## src/rtl/mrpkf_pkg.sv

```systemverilog
// Shared types, constants and round functions for the peel key filter.
// Depends on nothing; imported by every module of the block.
package mrpkf_pkg;

    localparam int MAX_EXTRA_ROUNDS = 3;
    localparam int NUM_ROUNDS       = MAX_EXTRA_ROUNDS + 2;
    localparam int RND_W            = $clog2(NUM_ROUNDS);
    localparam int LAST_RC_INDEX    = 34;
    localparam int RC_COUNT         = 35;
    localparam int S_DATA_W         = 400;
    localparam int M_DATA_W         = 136;

    localparam logic [3:0] PEEL_SBOX [16] = '{
        4'h1, 4'hf, 4'hb, 4'h0, 4'hc, 4'h5, 4'h2, 4'he,
        4'h6, 4'ha, 4'hd, 4'h4, 4'h8, 4'h3, 4'h7, 4'h9
    };

    localparam logic [5:0] RC_TABLE [RC_COUNT] = '{
        6'd2,  6'd33, 6'd16, 6'd9,  6'd36, 6'd19, 6'd40, 6'd53, 6'd26, 6'd13,
        6'd38, 6'd51, 6'd56, 6'd61, 6'd62, 6'd31, 6'd14, 6'd7,  6'd34, 6'd49,
        6'd24, 6'd45, 6'd54, 6'd59, 6'd28, 6'd47, 6'd22, 6'd43, 6'd20, 6'd11,
        6'd4,  6'd3,  6'd32, 6'd17, 6'd8
    };

    // state bit that each round-constant bit lands on
    localparam int RC_POS [6] = '{8, 13, 19, 35, 67, 106};

    typedef struct packed {
        logic [127:0] key_orig;
        logic [127:0] round_key;
        logic [127:0] text_a;
        logic [127:0] text_b;
        logic [4:0]   nib_sel;
        logic [3:0]   target;
    } mrpkf_item_t;

    typedef struct packed {
        logic         passes;
        logic [127:0] key;
    } mrpkf_result_t;

    function automatic int perm_dest(input int i);
        int q;
        int b;
        q = (i % 16) / 4;
        b = i % 4;
        return 4 * (i / 16) + 32 * ((3 * q + b) % 4) + b;
    endfunction

    function automatic logic [127:0] perm_forward(input logic [127:0] s);
        logic [127:0] r;
        for (int i = 0; i < 128; i++) begin
            r[perm_dest(i)] = s[i];
        end
        return r;
    endfunction

    function automatic logic [127:0] perm_inverse(input logic [127:0] s);
        logic [127:0] r;
        for (int i = 0; i < 128; i++) begin
            r[i] = s[perm_dest(i)];
        end
        return r;
    endfunction

    function automatic logic [127:0] peel(input logic [127:0] s,
                                          input logic [127:0] key,
                                          input logic [5:0]   rc);
        logic [127:0] t;
        logic [127:0] p;
        logic [127:0] r;
        t = s ^ key;
        for (int k = 0; k < 6; k++) begin
            t[RC_POS[k]] = t[RC_POS[k]] ^ rc[k];
        end
        p = perm_inverse(t);
        for (int n = 0; n < 32; n++) begin
            r[4*n +: 4] = PEEL_SBOX[p[4*n +: 4]];
        end
        return r;
    endfunction

endpackage

```

## src/rtl/mrpkf_check.sv

```systemverilog
// Final stage: nibble difference compare and registered result word.
// Depends on mrpkf_pkg (item and result types).
module mrpkf_check
    import mrpkf_pkg::*;
(
    input  logic          aclk,
    input  logic          aresetn,
    input  logic          s_valid,
    output logic          s_ready,
    input  mrpkf_item_t   s_data,
    output logic          m_valid,
    input  logic          m_ready,
    output mrpkf_result_t m_data
);

    logic          valid_reg;
    mrpkf_result_t res_reg;
    mrpkf_result_t res_next;
    logic [3:0]    diff;

    assign diff = s_data.text_a[4*s_data.nib_sel +: 4] ^ s_data.text_b[4*s_data.nib_sel +: 4];

    always_comb begin
        res_next.passes = (diff == s_data.target);
        res_next.key    = s_data.key_orig;
    end

    assign s_ready = !valid_reg || m_ready;

    always_ff @(posedge aclk) begin
        if (!aresetn) begin
            valid_reg <= 1'b0;
        end else if (s_ready) begin
            valid_reg <= s_valid;
        end
    end

    always_ff @(posedge aclk) begin
        if (s_ready && s_valid) begin
            res_reg <= res_next;
        end
    end

    assign m_valid = valid_reg;
    assign m_data  = res_reg;

endmodule

```

## config.mk

```make
export PLATFORM = sky130hd
export DESIGN_NAME = mrpkf_check
export DESIGN_NICKNAME = d
export VERILOG_FILES = /design/src/rtl/mrpkf_pkg.sv /design/src/rtl/mrpkf_check.sv
export SDC_FILE = /design/constraint.sdc
export NUM_CORES = 1
export LEC_CHECK = 0
export BUFFER_PORTS_ARGS = -buffer_cell sky130_fd_sc_hd__buf_2
export CAP_MARGIN = 10
export CORE_AREA = 4 4 255 257
export CTS_CLUSTER_SIZE = 40
export DETAILED_ROUTE_END_ITERATION = 8
export DIE_AREA = 0 0 259 261
export GPL_TIMING_DRIVEN = 0
export MAX_ROUTING_LAYER = met4
export PLACE_DENSITY = 0.3
export SYNTH_ARGS = -nofsm -noshare
export SYNTH_HDL_FRONTEND = slang
export SYNTH_SLANG_ARGS = --single-unit
```

## constraint.sdc

```tcl
create_clock -name aclk -period 8.4 [get_ports aclk]
set_input_delay 0.42 -clock aclk [delete_from_list [all_inputs] [get_ports aclk]]
set_output_delay 0.42 -clock aclk [all_outputs]
set_load 0.1 [all_outputs]
```

==> reports/metrics.cfg, run 1 <==
[run_status]
status=finished, final reports clean

[worst_setup_path]
cp.required_ns=8.69
rr_worst_depth=4
crit_start=s_data[5]
cp_max_fo=10
cp-end-kind=register
path_class=in -> reg
r2r_start=m_valid$_SDFFE_PN0N_
arrival_ns=3.09
start_kind=input pin

[clocking]
clkTransAtPathRegs_ns=0.07
cts.htree.levels=4
clockRootBuffer=clkbuf_16
clock_latency_ns=0.47
numClockSinks=130
cts_buffers=17
clockBufferDepth=2
hold_buffers=0
cts_tree=done
cts_resized=0
post-cts-setup-buffers=0

[timing]
fin_crit_ns=2.80
final_max_slew_viol_count=0
setup_viol=0
min_period_over_period=0.334
rsz0062_at_grt=no
tightest_slew_ns=0.766
hold_viol=0
finalSetupTns_ns=0
relSlewSlack=0.489
fmax_mhz=357
finClkSkew_ns=0.0162

[logic_synthesis]
syn_area_per_cell_um2=19.1
syn-num-nets=844
ys_seq_area_frac=0.640
synth_area_leaders=edfxtp_1, mux4_2, xor2_1, xnor2_1, mux2i_1
yosys.area.top_type=edfxtp_1
synth-async-reset-ratio=0
yosysTopAreaCellShare=0.637
synth_cells=319
synth_area_um2=6080
ys_ff_latch=130
synth_ff_type=edfxtp_1
yosysWarningCount=0
synth-edff-count=129
ys_types=35

[placed_design]
hpwl_um=29800
gp_congestion=0.814
place_inst=1693
placed_cell_area_um2=9830
numPortBuffers=526

[pwr]
p_leak_nw=4.36
power.density_nw_per_um2=200
fin_total_pwr_mw=2.08
ir_drop_uv=72.7

[die]
die_w_um=259
rows=92
coreArea_um2=62700
die_h_um=261
io_pins=656
start_util=0.0969
die_area_um2=67600

[grt]
grt_pass1_wl_um=44000
antenna_found_initial=15
gr-total-overflow=0
grt_max_degree=66
grt_pass1_vias=6105
grt_use_total=0.0983

[final_layout]
layout_common_cells=buf_2, edfxtp_1, mux4_2
drive_gt1_frac=0.717
design_area_um2=10400
nets=1391
syn2layout_area_growth_pct=71.4
stdcell_count=1733
final_common_cell=buf_2

[route]
wl_per_cell_um=19.6
detail-route-antenna-nets=0
vias=5419
routed_wl_um=33900
drc=0
drtIter0Drc=184
drtPass1Iterations=4
via_per_inst=3.13

[hold_path]
hold_depth=1
hp-class=in -> reg
min_from=s_data[398]

[run]
maxCapViolCount=0

[path summary, 6_finish.rpt]
| check | slack [ns] | end |
|---|---|---|
| worst max-delay path | 5.60 | m_data[128]$_DFFE_PP_ |
| worst max register to register | 6.46 | m_data[71]$_DFFE_PP_ |
| worst min-delay path | 0.12 | m_data[5]$_DFFE_PP_ |
| worst min register to register | 0.54 | m_valid$_SDFFE_PN0N_ |
[synth_stat cells, types with 2 or more instances]
library cell / n
a22oi_1: 3
a31oi_1: 2
buf_1: 2
buf_2: 8
buf_6: 2
clkbuf_1: 6
edfxtp_1: 129
inv_1: 2
mux2i_1: 6
mux4_2: 55
nand2_1: 6
nand2b_1: 2
nand3_1: 9
nand3b_1: 4
nor2_1: 5
nor2b_1: 2
nor4_1: 2
o211ai_1: 2
o22ai_1: 8
or3_1: 2
or3b_2: 3
xnor2_1: 14
xor2_1: 33
[critical path, cell delays in order]
cell and delay (ns):
buf_2 0.19, buf_1 0.48, buf_2 0.44, mux4_2 0.38, mux4_2 0.52, mux2i_1 0.27, xnor2_1 0.10, nor4_1 0.28
[report_power, final]
| group | switching [mW] | total [mW] | internal [mW] |
|---|---|---|---|
| registers | 0.00820 | 0.767 | 0.759 |
| clock network | 0.327 | 0.742 | 0.415 |
| logic | 0.408 | 0.574 | 0.166 |
[layout make-up]
| class | count | area [µm²] |
|---|---|---|
| fill | 7048 | 52300 |
| sequential | 130 | 3890 |
| timing repair buffer | 528 | 2690 |
| multi-input combinational | 168 | 2080 |
| tap | 846 | 1060 |
| clock buffer | 17 | 425 |
| clock inverter | 15 | 150 |
| buffer | 19 | 100 |
| antenna | 8 | 20.0 |
| inverter | 2 | 7.51 |
[state kept, by name, summed over array words and instances, names as in the netlist]
signal	count
m_valid	1
m_data	129
[routing by layer]
| layer | up-vias | global-route usage | routed length, µm |
|---|---|---|---|
| met5 | - | - | 0 |
| met3 | 57 | 0.0436 | 3970 |
| met4 | 0 | 0.0468 | 1350 |
| li1 | 2439 | - | - |
| met2 | 383 | 0.185 | 18600 |
| met1 | 2540 | 0.0820 | 9980 |
[metrics by stage]
step | hold WS (ns) | util | worst slack, ns
final | 0.121 | 0.166 | 5.60
after global routing | 0.0887 | 0.166 | 5.33
after CTS | 0.0644 | 0.166 | 5.57
after detailed placement | 0.536 | 0.157 | 5.04
after global placement | 0.514 | 0.156 | 2.19
after floorplan | 0.519 | - | 3.26
[kinds of logic after synthesis]
group,Yosys count,share of synthesized area
AOI/OAI and AO/OA,22,0.0253
DFF,130,0.640
xor gates and xnor gates,47,0.0677
and+or+nand+nor,37,0.0337
muxes,62,0.215
buffers and inverters,21,0.0177
Power figures use the tool's default switching activity.
==> run 2, diff against run 1 <==
--- a/config.mk
+++ b/config.mk
@@ -7,10 +7,10 @@
 export LEC_CHECK = 0
 export BUFFER_PORTS_ARGS = -buffer_cell sky130_fd_sc_hd__buf_2
 export CAP_MARGIN = 10
-export CORE_AREA = 4 4 255 257
+export CORE_AREA = 4 4 251 253
 export CTS_CLUSTER_SIZE = 40
 export DETAILED_ROUTE_END_ITERATION = 8
-export DIE_AREA = 0 0 259 261
+export DIE_AREA = 0 0 255 257
 export GPL_TIMING_DRIVEN = 0
 export MAX_ROUTING_LAYER = met4
 export PLACE_DENSITY = 0.3
==> constraint.sdc (replaced) <==
create_clock -name aclk -period 2.7 [get_ports aclk]
set_input_delay 0.135 -clock aclk [delete_from_list [all_inputs] [get_ports aclk]]
set_output_delay 0.135 -clock aclk [all_outputs]
set_load 0.1 [all_outputs]
==> run 2 against run 1 <==
Compared with the run above: clock skew increased by 0.0014 ns; clock-buffer cell count stayed put; non-clock buffer count is 130 higher; clock power grew to 3.2 times the previous value; combinational power increased to 3.4 times the previous value; critical path type unchanged; critical endpoint unchanged; largest cell class is now non-clock buffers; largest power group is now the clock network.
==> reports/metrics.cfg, run 2 (synthesis results as in run 1) <==
[pwr]
ir_drop_uv=233  ; +220%
switchingPower_mw=2.43  ; +230%
switching_share=0.360  ; +0.00320
power_frac_comb=0.288  ; +0.012
fin_total_pwr_mw=6.75  ; +220%
power.density_nw_per_um2=577  ; +190%
internal-power_mw=4.32  ; +220%
seq_power_share=0.355  ; -0.013
power_frac_clock=0.358  ; +0.002
p_leak_nw=4.93  ; +13%

[hold_path]
hp-class=in -> reg
min_from=s_data[2]

[placed_design]
hpwl_um=28600  ; -4.0%
placed_cell_area_um2=9770  ; -0.64%
numPortBuffers=526  ; unchanged
gp_congestion=0.778  ; -4.4%
place_ws_ns=-0.949  ; -5.99 ns
place_inst=1637  ; -3.3%

[die]
die_h_um=257  ; -1.5%
io_pins=656  ; unchanged
coreArea_um2=61000  ; -2.7%
die_w_um=255  ; -1.5%
start_util=0.0997  ; +0.00271
rows=91  ; -1.1%
die_area_um2=65500  ; -3.1%

[final_layout]
utilization=0.192  ; +0.0254
nets=1521  ; +9.3%
stdcell_count=1808  ; +4.3%
layout_common_cells=buf_2, dlygate4sd3_1, edfxtp_1
regArea_um2=3890  ; unchanged
multi_input_area_um2=2090  ; +0.36%
design_area_um2=11700  ; +12%
final_common_cell=buf_2
syn2layout_area_growth_pct=92.3
largest_register_ff_count=129  ; unchanged
drive_gt1_frac=0.627  ; -0.0894
num-fill-cells=6732  ; -4.5%

[clocking]
cts_buffers=17  ; unchanged
clkTransAtPathRegs_ns=0.07  ; about the same
numClockSinks=130  ; unchanged
cts_tree=done
clockBufferDepth=2  ; unchanged
clock_latency_ns=0.47  ; about the same
clockRootBuffer=clkbuf_16
post-cts-setup-buffers=0  ; unchanged
cts.htree.levels=4  ; unchanged

[route]
vias=5804  ; +7.1%
via_per_inst=3.21  ; +2.7%
drc=0  ; unchanged
routed_wl_um=33600  ; -0.73%
wl_per_cell_um=18.6  ; -4.8%
drtPass1Iterations=4  ; unchanged
detail-route-antenna-nets=0  ; unchanged
drtIter0Drc=198  ; +7.6%

[worst_setup_path]
path_class=in -> reg
start_kind=input pin
crit_start=s_data[8]
arrival_ns=2.81  ; -0.28 ns
path_cells=buf_2, clkbuf_1, clkbuf_1, mux4_2, o211ai_1, a31oi_1, xor2_1, nor4_1
slowest_delay_ns=0.58  ; +0.06 ns
cp-end-kind=register
critPathSlowestCell=clkbuf_1
critPathBufInv=3  ; unchanged
crit_path_frequent_cell=clkbuf_1
cp_max_fo=10  ; unchanged
r2r_start=m_valid$_SDFFE_PN0N_
critPathTopFamily=buffers and inverters
cp.required_ns=2.91  ; -5.78 ns

[timing]
setup_viol=0  ; unchanged
hold_viol=0  ; unchanged
min_period_over_period=0.962
timing.hold.ws_ns=0.158  ; +0.0365 ns
relSlewSlack=0.500  ; +0.0107
fin_crit_ns=2.60
fin_ws_ns=0.102  ; -5.50 ns
tightest_slew_ns=0.750  ; -0.0161 ns
finClkSkew_ns=0.0176  ; +0.00144 ns
finalSetupTns_ns=0  ; unchanged
final_max_slew_viol_count=0  ; unchanged
fmax_mhz=385

[grt]
grt_pass1_wl_um=45100  ; +2.3%
gr-total-overflow=0  ; unchanged
grt_pass1_vias=6662  ; +9.1%
antenna_found_initial=15  ; unchanged
busiest_layer=met2
grt_use_met2=0.189  ; +0.00342
grt_use_total=0.102  ; +0.00346
grt_util_met3=0.0410  ; -0.00258
grt_max_degree=57  ; -14%
use_met1=0.0926  ; +0.0106

[run]
maxCapViolCount=0  ; unchanged

[run_status]
status=finished, final reports clean

[run 2: timing repair]
item	in CTS	in global routing
gates resized for setup	5	1
hold buffers	130	0
setup endpoints to repair	1	1
endpoints found under the hold margin	129	0
[run 2: cell type report]
| type | instances | share of cell area |
|---|---|---|
| diodes | 9 | 0.00193 |
| plain buffers | 19 | 0.00909 |
| clock buffers | 17 | 0.0364 |
| clock inverters | 15 | 0.0146 |
| inverters | 2 | 0.000642 |
| multi-input cells | 168 | 0.179 |
| flip-flops and latches | 130 | 0.333 |
| well taps | 790 | 0.0845 |
| repair buffers | 658 | 0.341 |
[run 2: power by group through the flow]
stage               registers (mW)  clock network [mW]  logic, mW
detailed placement            2.44                   0       1.82
global placement              2.44                   0       1.80
floorplan                     3.27                   0      0.378
CTS                           2.39                2.58       1.98
global route                  2.40                2.64       2.04
finish                        2.39                2.41       1.94
[run 2: worst paths after layout]
check | endpoint | slack (ns) | cells past startpoint
max | m_data[128]$_DFFE_PP_ | 0.10 | 8
min | m_data[128]$_DFFE_PP_ | 0.16 | 3
max reg2reg | m_data[13]$_DFFE_PP_ | 0.78 | 4
min reg2reg | m_data[110]$_DFFE_PP_ | 0.94 | 2
[run 2: worst reg2reg max path, delay by kind of cell, from the launching register on]
family | cells | cell delay (ns)
buf+inv | 2 | 0.66
simple gates | 2 | 0.54
flops | 1 | 0.33
[run 2: per-layer routing]
metal	share of wire	wire length [µm]
met1	0.34	11300
met2	0.53	17800
met3	0.11	3720
met4	0.024	792
met5	0	0
