--- src/rtl/mrpkf_pkg.sv ---
// Shared types, constants and round functions for the peel key filter.
// Depends on nothing; imported by every module of the block.
package mrpkf_pkg;

    localparam int MAX_EXTRA_ROUNDS = 3;
    localparam int NUM_ROUNDS       = MAX_EXTRA_ROUNDS + 2;
    localparam int RND_W            = $clog2(NUM_ROUNDS);
    localparam int LAST_RC_INDEX    = 34;
    localparam int RC_COUNT         = 35;
    localparam int S_DATA_W         = 400;
    localparam int M_DATA_W         = 136;

    localparam logic [3:0] PEEL_SBOX [16] = '{
        4'h1, 4'hf, 4'hb, 4'h0, 4'hc, 4'h5, 4'h2, 4'he,
        4'h6, 4'ha, 4'hd, 4'h4, 4'h8, 4'h3, 4'h7, 4'h9
    };

    localparam logic [5:0] RC_TABLE [RC_COUNT] = '{
        6'd2,  6'd33, 6'd16, 6'd9,  6'd36, 6'd19, 6'd40, 6'd53, 6'd26, 6'd13,
        6'd38, 6'd51, 6'd56, 6'd61, 6'd62, 6'd31, 6'd14, 6'd7,  6'd34, 6'd49,
        6'd24, 6'd45, 6'd54, 6'd59, 6'd28, 6'd47, 6'd22, 6'd43, 6'd20, 6'd11,
        6'd4,  6'd3,  6'd32, 6'd17, 6'd8
    };

    // state bit that each round-constant bit lands on
    localparam int RC_POS [6] = '{8, 13, 19, 35, 67, 106};

    typedef struct packed {
        logic [127:0] key_orig;
        logic [127:0] round_key;
        logic [127:0] text_a;
        logic [127:0] text_b;
        logic [4:0]   nib_sel;
        logic [3:0]   target;
    } mrpkf_item_t;

    typedef struct packed {
        logic         passes;
        logic [127:0] key;
    } mrpkf_result_t;

    function automatic int perm_dest(input int i);
        int q;
        int b;
        q = (i % 16) / 4;
        b = i % 4;
        return 4 * (i / 16) + 32 * ((3 * q + b) % 4) + b;
    endfunction

    function automatic logic [127:0] perm_forward(input logic [127:0] s);
        logic [127:0] r;
        for (int i = 0; i < 128; i++) begin
            r[perm_dest(i)] = s[i];
        end
        return r;
    endfunction

    function automatic logic [127:0] perm_inverse(input logic [127:0] s);
        logic [127:0] r;
        for (int i = 0; i < 128; i++) begin
            r[i] = s[perm_dest(i)];
        end
        return r;
    endfunction

    function automatic logic [127:0] peel(input logic [127:0] s,
                                          input logic [127:0] key,
                                          input logic [5:0]   rc);
        logic [127:0] t;
        logic [127:0] p;
        logic [127:0] r;
        t = s ^ key;
        for (int k = 0; k < 6; k++) begin
            t[RC_POS[k]] = t[RC_POS[k]] ^ rc[k];
        end
        p = perm_inverse(t);
        for (int n = 0; n < 32; n++) begin
            r[4*n +: 4] = PEEL_SBOX[p[4*n +: 4]];
        end
        return r;
    endfunction

endpackage

--- src/rtl/mrpkf_round.sv ---
// One peel round (or pass-through) as a pipeline stage with a valid bit.
// Depends on mrpkf_pkg (item type, peel function, constant table).
module mrpkf_round
    import mrpkf_pkg::*;
(
    input  logic             aclk,
    input  logic             aresetn,
    input  logic [RND_W-1:0] round_idx,
    input  logic [RND_W-1:0] last_round,
    input  logic             s_valid,
    output logic             s_ready,
    input  mrpkf_item_t      s_data,
    output logic             m_valid,
    input  logic             m_ready,
    output mrpkf_item_t      m_data
);

    logic        valid_reg;
    mrpkf_item_t data_reg;
    mrpkf_item_t data_next;
    logic [5:0]  rc_idx;
    logic [5:0]  rc_val;

    assign rc_idx = 6'(LAST_RC_INDEX) - 6'(round_idx);
    assign rc_val = RC_TABLE[rc_idx];

    always_comb begin
        data_next = s_data;
        if (round_idx <= last_round) begin
            data_next.text_a    = peel(s_data.text_a, s_data.round_key, rc_val);
            data_next.text_b    = peel(s_data.text_b, s_data.round_key, rc_val);
            data_next.round_key = {s_data.round_key[126:0], s_data.round_key[127]};
        end
    end

    assign s_ready = !valid_reg || m_ready;

    always_ff @(posedge aclk) begin
        if (!aresetn) begin
            valid_reg <= 1'b0;
        end else if (s_ready) begin
            valid_reg <= s_valid;
        end
    end

    always_ff @(posedge aclk) begin
        if (s_ready && s_valid) begin
            data_reg <= data_next;
        end
    end

    assign m_valid = valid_reg;
    assign m_data  = data_reg;

endmodule

--- config.mk ---
export PLATFORM = sky130hd
export DESIGN_NAME = mrpkf_round
export DESIGN_NICKNAME = d
export VERILOG_FILES = /design/src/rtl/mrpkf_pkg.sv /design/src/rtl/mrpkf_round.sv
export SDC_FILE = /design/constraint.sdc
export NUM_CORES = 1
export LEC_CHECK = 0
export BUFFER_PORTS_ARGS = -buffer_cell sky130_fd_sc_hd__buf_2
export CORE_AREA = 4 4 409 411
export CTS_BUF_LIST = sky130_fd_sc_hd__clkbuf_4
export DETAILED_ROUTE_END_ITERATION = 8
export DIE_AREA = 0 0 413 415
export GPL_TIMING_DRIVEN = 0
export MAX_ROUTING_LAYER = met4
export PLACE_DENSITY_LB_ADDON = 0.15
export SLEW_MARGIN = 30
export SYNTH_ARGS = -nofsm -noshare
export SYNTH_HDL_FRONTEND = slang
export SYNTH_SLANG_ARGS = --single-unit
--- constraint.sdc ---
create_clock -name aclk -period 26.1 [get_ports aclk]
set_input_delay 1.305 -clock aclk [delete_from_list [all_inputs] [get_ports aclk]]
set_output_delay 1.305 -clock aclk [all_outputs]
set_load 0.05 [all_outputs]
==> metrics.cfg, run 1 <==
[detailed_routing]
first_pass_iters = 5
drt-total-wl_um = 217000
ant_nets = 0
post-route-drc-count = 0
viasPerCell = 4.44
wl_per_cell_um = 32.7
initialDrtViolationCount = 2067
via_count = 29600

[cts]
cts_sinks = 522
clk-insertion-delay-late_ps = 1260
h-tree-depth = 4
path_clk_slew_ps = 70
holdBufCountCts = 0
cts_tree = yes
cts_made_buffers = 175
cts_buffer_depth = 3
post-cts-setup-buffers = 0
root_buffer = clkbuf_4
post_cts_resized = 0

[synth]
synth_top_cell_by_area = edfxtp_1
synth_cells = 3050
syn_area_per_cell_um2 = 10.5
synthesis.area_um2 = 32100
synthFlopType = edfxtp_1
synthArstFlopShare_pct = 0
ys_ff_latch = 522
mappedNetlistNets = 3840
synth_cell_type_count = 63
synth_warnings = 0
synth_area_leaders = edfxtp_1, ha_1, xor2_1, nand2_1, xnor2_1
yosysTopAreaCellShare_pct = 48.8
synth_edf_count = 521
seq_area_frac_synth_pct = 48.9

[timing]
fmax_ghz = 0.266
drv_slew = 0
worst_slack_ps = 22340
tightest_slew_ps = 1020
slew_headroom_pct = 31.7
setup_viol = 0
period_needed_ps = 3760
period_share_pct = 14.4
fin_skew_ps = 63.1
tns_ps = 0
hold_violations = 0
rsz0062_at_grt = false

[layout]
nNetsFinal = 5096
design_area_um2 = 43600
drive_above_1_share_pct = 34.0
fillers = 17900
seq_area_um2 = 15700
fin_cells = 6661
areaGrowthSynthToFinish_pct = 35.9
multi_input_area_um2 = 15500

[setup_path]
worstPathCellList = buf_2 -> buf_6 -> inv_1 -> ha_1 -> nor2b_1 -> o21ai_0 -> a21boi_2 -> buf_6 -> buf_2 -> clkbuf_2 -> buf_16 -> clkbuf_1 -> nand2_1 -> nand2_1
cp_slowest_cell = clkbuf_1
regToRegSetupSlack_ps = 23580
criticalPathCategory = input pin to flip-flop
crit_path_end_kind = flip-flop
required_ps = 27210
r2r_cells = 6
crit_path_max_fanout = 12
cp.arrival_ps = 4870
max_stage_delay_ps = 730
cp-start-kind = input pin

[place]
dp_slack_ps = 21020
io_buffers = 1038
post-dp-hpwl_um = 181000
placed_area_um2 = 41300
dp.cells = 6318
gp_congestion = 0.888

[floorplan]
core-area_um2 = 164000
fp.dieW_um = 413
initial_utilization_pct = 19.5
dieArea_um2 = 171000
die_h_um = 415
ios = 1054
rows = 149

[pwr]
leakagePower_nw = 19.1
pwr_density_cell_nw_per_um2 = 74.2
irDropWorstVdd_v = 0.0000416

[global_route]
grt_use_total_pct = 25.2
antenna_found_initial = 100
grt_overflow_total = 0
grt_pass1_wl_um = 276000
grt_max_degree = 43
grt_pass1_vias = 29000

[outcome]
outcome = finished clean

[min_path]
hold_path_depth = 1
hp-class = input pin to flip-flop

[flow_run]
cap_violations = 0

==> routing by layer <==
metal	track usage, %	routed length [um]	part of all wire, %
met5	-	0	0
met4	7.13	6460	3.0
met3	6.48	16100	7.4
met2	44.5	111000	51
met1	27.9	83500	38
==> report_power, final <==
group          leakage [nW]  internal, W  switching, W
registers              5.07      0.00105     0.0000274
logic                  12.8     0.000326      0.000952
clock network          1.23     0.000432      0.000440
==> flip-flops by register name, summed over array words and instances (netlist names) <==
signal / flops
m_data: 521
m_valid: 1
==> worst max-delay path, delay by kind of cell <==
family / cells / cell delay (ps)
buffers and inverters: 8 / 2320
adder cells (fa/ha/maj): 1 / 250
AND/OR/NAND/NOR: 3 / 580
AO/OA/AOI/OAI: 2 / 380
==> stage by stage <==
stage	hold WS [ps]	utilization, %	total power [W]
5_1_grt	54.4	26.5	0.00341
6_report	256	26.6	0.00323
3_5_place_dp	548	25.2	0.00239
4_1_cts	40.3	26.4	0.00330
3_3_place_gp	506	24.4	0.00239
2_1_floorplan	1150	-	0.00185
==> cell usage after synthesis (38+ instances only) <==
master and n:
inv_1 205, ha_1 259, xor2_1 259, o21a_1 46
o2111ai_1 38, nand3_1 42, nand2_1 549, edfxtp_1 521
a211oi_1 88, o21ai_0 131, xnor2_1 128, nor2_1 227
clkbuf_1 94, a21oi_1 202
==> placed cells by master, fill, tap and decap left out, drive strengths merged, types with 130 or more instances in the layout <==
cell type / n
a21oi: 203
nor2: 227
xnor2: 130
buf: 1088
nand2: 549
xor2: 259
ha: 259
clkbuf: 341
edfxtp: 521
inv: 214
o21ai: 133
==> kinds of logic (layout without fill, tap and decap cells) <==
kind of cell | count (synthesis) | in the layout | share of synthesized area (%)
fa+ha+maj | 261 | 261 | 10.2
other cells | 0 | 57 | 0
simple gates | 887 | 887 | 11.1
xor+xnor | 390 | 390 | 10.8
mux | 52 | 52 | 3.00
flops | 522 | 522 | 48.9
buf+inv | 308 | 1673 | 3.64
compound gates | 630 | 630 | 12.4
==> layout make-up <==
cell class	instances	share of cell area, %
repair buffers	1079	14.2
inverters	205	1.77
flip-flops and latches	522	36.0
well taps	2189	6.29
clock buffers	247	4.26
plain buffers	103	1.10
multi-input cells	2220	35.7
clock inverters	39	0.460
diodes	57	0.327
==> final timing paths <==
path	startpoint	end
setup / recovery	round_idx[0]	m_data[322]$_DFFE_PP_
hold / removal	s_data[414]	m_data[414]$_DFFE_PP_
setup reg to reg	m_valid$_SDFFE_PN0N_	m_data[395]$_DFFE_PP_
hold reg to reg	m_valid$_SDFFE_PN0N_	m_valid$_SDFFE_PN0N_
Note: power is estimated with default switching activity, not from simulation.
==> inputs of run 2 (changes only) <==
--- a/config.mk
+++ b/config.mk
@@ -5,11 +5,12 @@
 export SDC_FILE = /design/constraint.sdc
 export NUM_CORES = 1
 export LEC_CHECK = 0
+export ABC_AREA = 1
 export BUFFER_PORTS_ARGS = -buffer_cell sky130_fd_sc_hd__buf_2
-export CORE_AREA = 4 4 409 411
+export CORE_AREA = 4 4 410 412
 export CTS_BUF_LIST = sky130_fd_sc_hd__clkbuf_4
 export DETAILED_ROUTE_END_ITERATION = 8
-export DIE_AREA = 0 0 413 415
+export DIE_AREA = 0 0 414 416
 export GPL_TIMING_DRIVEN = 0
 export MAX_ROUTING_LAYER = met4
 export PLACE_DENSITY_LB_ADDON = 0.15
==> constraint.sdc (replaced) <==
create_clock -name aclk -period 3.48 [get_ports aclk]
set_input_delay 0.174 -clock aclk [delete_from_list [all_inputs] [get_ports aclk]]
set_output_delay 0.174 -clock aclk [all_outputs]
set_load 0.05 [all_outputs]
==> run 2 against run 1 <==
Die area increased by 0.48%. Synthesized cell count increased by 13%. Clock skew decreased by 8.7 ps. Sequential share of layout area decreased by 8.5 points. Synthesized area increased by 0.50%. Flip-flop and latch count unchanged. Clock power increased to 7.4 times the previous value. Worst hold slack got worse by 46 ps. Design area increased by 31%. First-iteration DRC count increased by 38%. Utilization increased by 8.1 points. Wire length increased by 6.5%.
==> metrics.cfg, run 2 <==
[timing]
period_needed_ps = 2820
fmax_ghz = 0.355
drv_slew = 0  ; unchanged
fin_skew_ps = 54.4  ; -8.69 ps
tightest_slew_ps = 1080  ; +60.7 ps
period_share_pct = 81.0
setup_viol = 0  ; unchanged
hold_violations = 0  ; unchanged
rsz0062_at_grt = false
slew_headroom_pct = 27.6  ; -4.1 points

[cts]
clk-insertion-delay-late_ps = 1180  ; -80 ps
cts_sinks = 522  ; unchanged
h-tree-depth = 4  ; unchanged
cts_tree = yes
path_clk_slew_ps = 70  ; about the same
post-cts-setup-buffers = 0  ; unchanged
cts_buffer_depth = 3  ; unchanged
cts_made_buffers = 166  ; -5.1%
root_buffer = clkbuf_4

[detailed_routing]
wl_per_cell_um = 27.6  ; -15%
initialDrtViolationCount = 2846  ; +38%
ant_nets = 0  ; unchanged
post-route-drc-count = 0  ; unchanged
first_pass_iters = 5  ; unchanged
via_count = 37700  ; +28%
drt-total-wl_um = 232000  ; +6.5%
viasPerCell = 4.49  ; +1.3%

[setup_path]
criticalPathCategory = flip-flop to flip-flop
cp.arrival_ps = 3670  ; -1200 ps
crit_path_max_fanout = 18  ; +6
r2r_cells = 9  ; +3
crit_path_end_kind = flip-flop
cp-start-kind = flip-flop
required_ps = 4330  ; -22880 ps

[pwr]
irDropWorstVdd_v = 0.000308  ; +640%
pwr-share-comb_pct = 43.3  ; +3.8 points
swShare_pct = 42.7  ; -1.2 points
internal_power_w = 0.0148  ; +710%
sequentialPowerShare_pct = 31.6  ; -1.9 points
leakagePower_nw = 24.9  ; +31%
pwr_density_cell_nw_per_um2 = 452  ; +510%
clock_power_share_pct = 25.2  ; -1.8 points
power_switching_w = 0.0110  ; +680%

[layout]
final_core_util_pct = 34.7  ; +8.1 points
design_area_um2 = 57000  ; +31%
most-common-layout-cells = dlygate4sd3_1, buf_2, nand2_1
fillers = 17400  ; -2.9%
drive_above_1_share_pct = 25.1  ; -8.8 points
final_common_cell = dlygate4sd3_1
nNetsFinal = 6850  ; +34%
largest_register_ffs = 521  ; unchanged
areaGrowthSynthToFinish_pct = 76.8

[synth]
yosys-mux-area-fraction_pct = 0  ; -3.0 points
syn_area_per_cell_um2 = 9.32  ; -11%
yosysMostFrequentCell = nand2_1
synth_top_family_by_area = compound AO/OA/AOI/OAI gates
synth_area_leaders = edfxtp_1, ha_1, nand2_1, o21ai_0, xnor2_1
synth-adder-area-share_pct = 10.1  ; -0.11 points
ys_ff_latch = 522  ; unchanged
synth_warnings = 0  ; unchanged
seq_area_frac_synth_pct = 48.6  ; -0.24 points
synthesis.area_um2 = 32200  ; +0.50%
synth-xor-area-share_pct = 5.62  ; -5.2 points
mappedNetlistNets = 4246  ; +11%
yosysTopAreaCellShare_pct = 48.5  ; -0.24 points
synthArstFlopShare_pct = 0  ; unchanged
synthTopCellsByCount = nand2_1, edfxtp_1, o21ai_0, inv_1, nor2_1
synth_cells = 3456  ; +13%
synth_cell_type_count = 34  ; -46%
synth_top_cell_by_area = edfxtp_1
yosys.area_share.simple_pct = 14.9  ; +3.8 points
synthFlopType = edfxtp_1
synth_compound_area_share_pct = 15.0  ; +2.6 points
synth_edf_count = 521  ; unchanged

[floorplan]
core-area_um2 = 164000  ; +0.23%
dieArea_um2 = 172000  ; +0.48%
die_h_um = 416  ; +0.24%
ios = 1054  ; unchanged
initial_utilization_pct = 19.6  ; +0.054 points
rows = 149  ; unchanged
fp.dieW_um = 414  ; +0.24%

[min_path]
hp-class = input pin to flip-flop
hold_path_depth = 6  ; +5

[global_route]
antenna_found_initial = 50  ; -50%
grt_max_degree = 21  ; -51%
grt_use_total_pct = 26.6  ; +1.3 points
grt_pass1_vias = 37500  ; +29%
grt_pass1_wl_um = 306000  ; +11%
grt_overflow_total = 0  ; unchanged

[place]
gp_congestion = 0.926  ; +4.3%
post-dp-hpwl_um = 182000  ; +0.45%
io_buffers = 1053  ; +1.4%
placed_area_um2 = 41500  ; +0.39%

[flow_run]
cap_violations = 0  ; unchanged

[outcome]
outcome = finished clean

## run 2: cell families after synthesis
| family | Yosys count |
|---|---|
| and+or+nand+nor | 1166 |
| AOI/OAI and AO/OA | 826 |
| xor gates and xnor gates | 206 |
| buffers and inverters | 477 |
| adders and majority gates | 259 |
| DFF | 522 |
## run 2: worst paths after layout
check	from	endpoint	slack, ps
worst max-delay path	m_valid$_SDFFE_PN0N_	m_data[86]$_DFFE_PP_	660
worst min-delay path	round_idx[2]	m_data[56]$_DFFE_PP_	210
worst max register to register	m_valid$_SDFFE_PN0N_	m_data[86]$_DFFE_PP_	660
worst min register to register	m_valid$_SDFFE_PN0N_	m_data[361]$_DFFE_PP_	710
## run 2: power groups by stage
| stage | clock (W) | combinational [W] | sequential [W] |
|---|---|---|---|
| floorplan | 0 | 0.00281 | 0.0106 |
| global placement | 0 | 0.00893 | 0.00845 |
| detailed placement | 0 | 0.00918 | 0.00825 |
| CTS | 0.00679 | 0.0112 | 0.00813 |
| global route | 0.00708 | 0.0118 | 0.00817 |
| finish | 0.00649 | 0.0111 | 0.00813 |
## run 2: final cells by class
type | instances | area, um^2 | share of cell area (%)
antenna | 29 | 72.6 | 0.127
buffer | 85 | 425 | 0.747
clock buffer | 232 | 1740 | 3.06
clock inverter | 52 | 312 | 0.547
inverter | 392 | 1470 | 2.58
multi-input combinational | 2457 | 15000 | 26.3
sequential | 522 | 15700 | 27.5
tap | 2189 | 2740 | 4.81
timing repair buffer | 2436 | 19600 | 34.3
## run 2: repair_timing
item                       in CTS  in global routing
resized for setup               0                  0
hold endpoints to repair      746                  0
setup endpoints to repair       0                  0
hold buffers                 1335                  0
## run 2: per-layer routing
metal  wire, um  up-vias  global-route usage [%]
li1           -    17400                       -
met1      91700    18200                    30.0
met2     115000     1737                    45.6
met3      14100      397                    5.10
met4      11300        0                    11.8
met5          0        -                       -
## run 2: critical path, stage by stage, from the launching register on
cell and delay, ps:
dfxtp_2 340, a21oi_4 520, buf_16 240, buf_8 200, buf_16 190, buf_8 200, buf_16 180, buf_16 170
buf_8 200, buf_16 180
## run 2: through the flow
| stage | total power [W] | instances | worst slack (ps) | hold slack, ps | setup TNS (ps) |
|---|---|---|---|---|---|
| 6_report | 0.0258 | 8394 | 662 | 210 | 0 |
| 5_1_grt | 0.0270 | 8385 | 484 | 104 | 0 |
| 4_1_cts | 0.0261 | 8365 | 608 | 0.0522 | 0 |
| 3_5_place_dp | 0.0174 | 6746 | 164 | 352 | 0 |
| 3_3_place_gp | 0.0174 | 6698 | -12150 | 351 | -6235750 |
| 2_1_floorplan | 0.0134 | 3456 | -5950 | 273 | -3102550 |
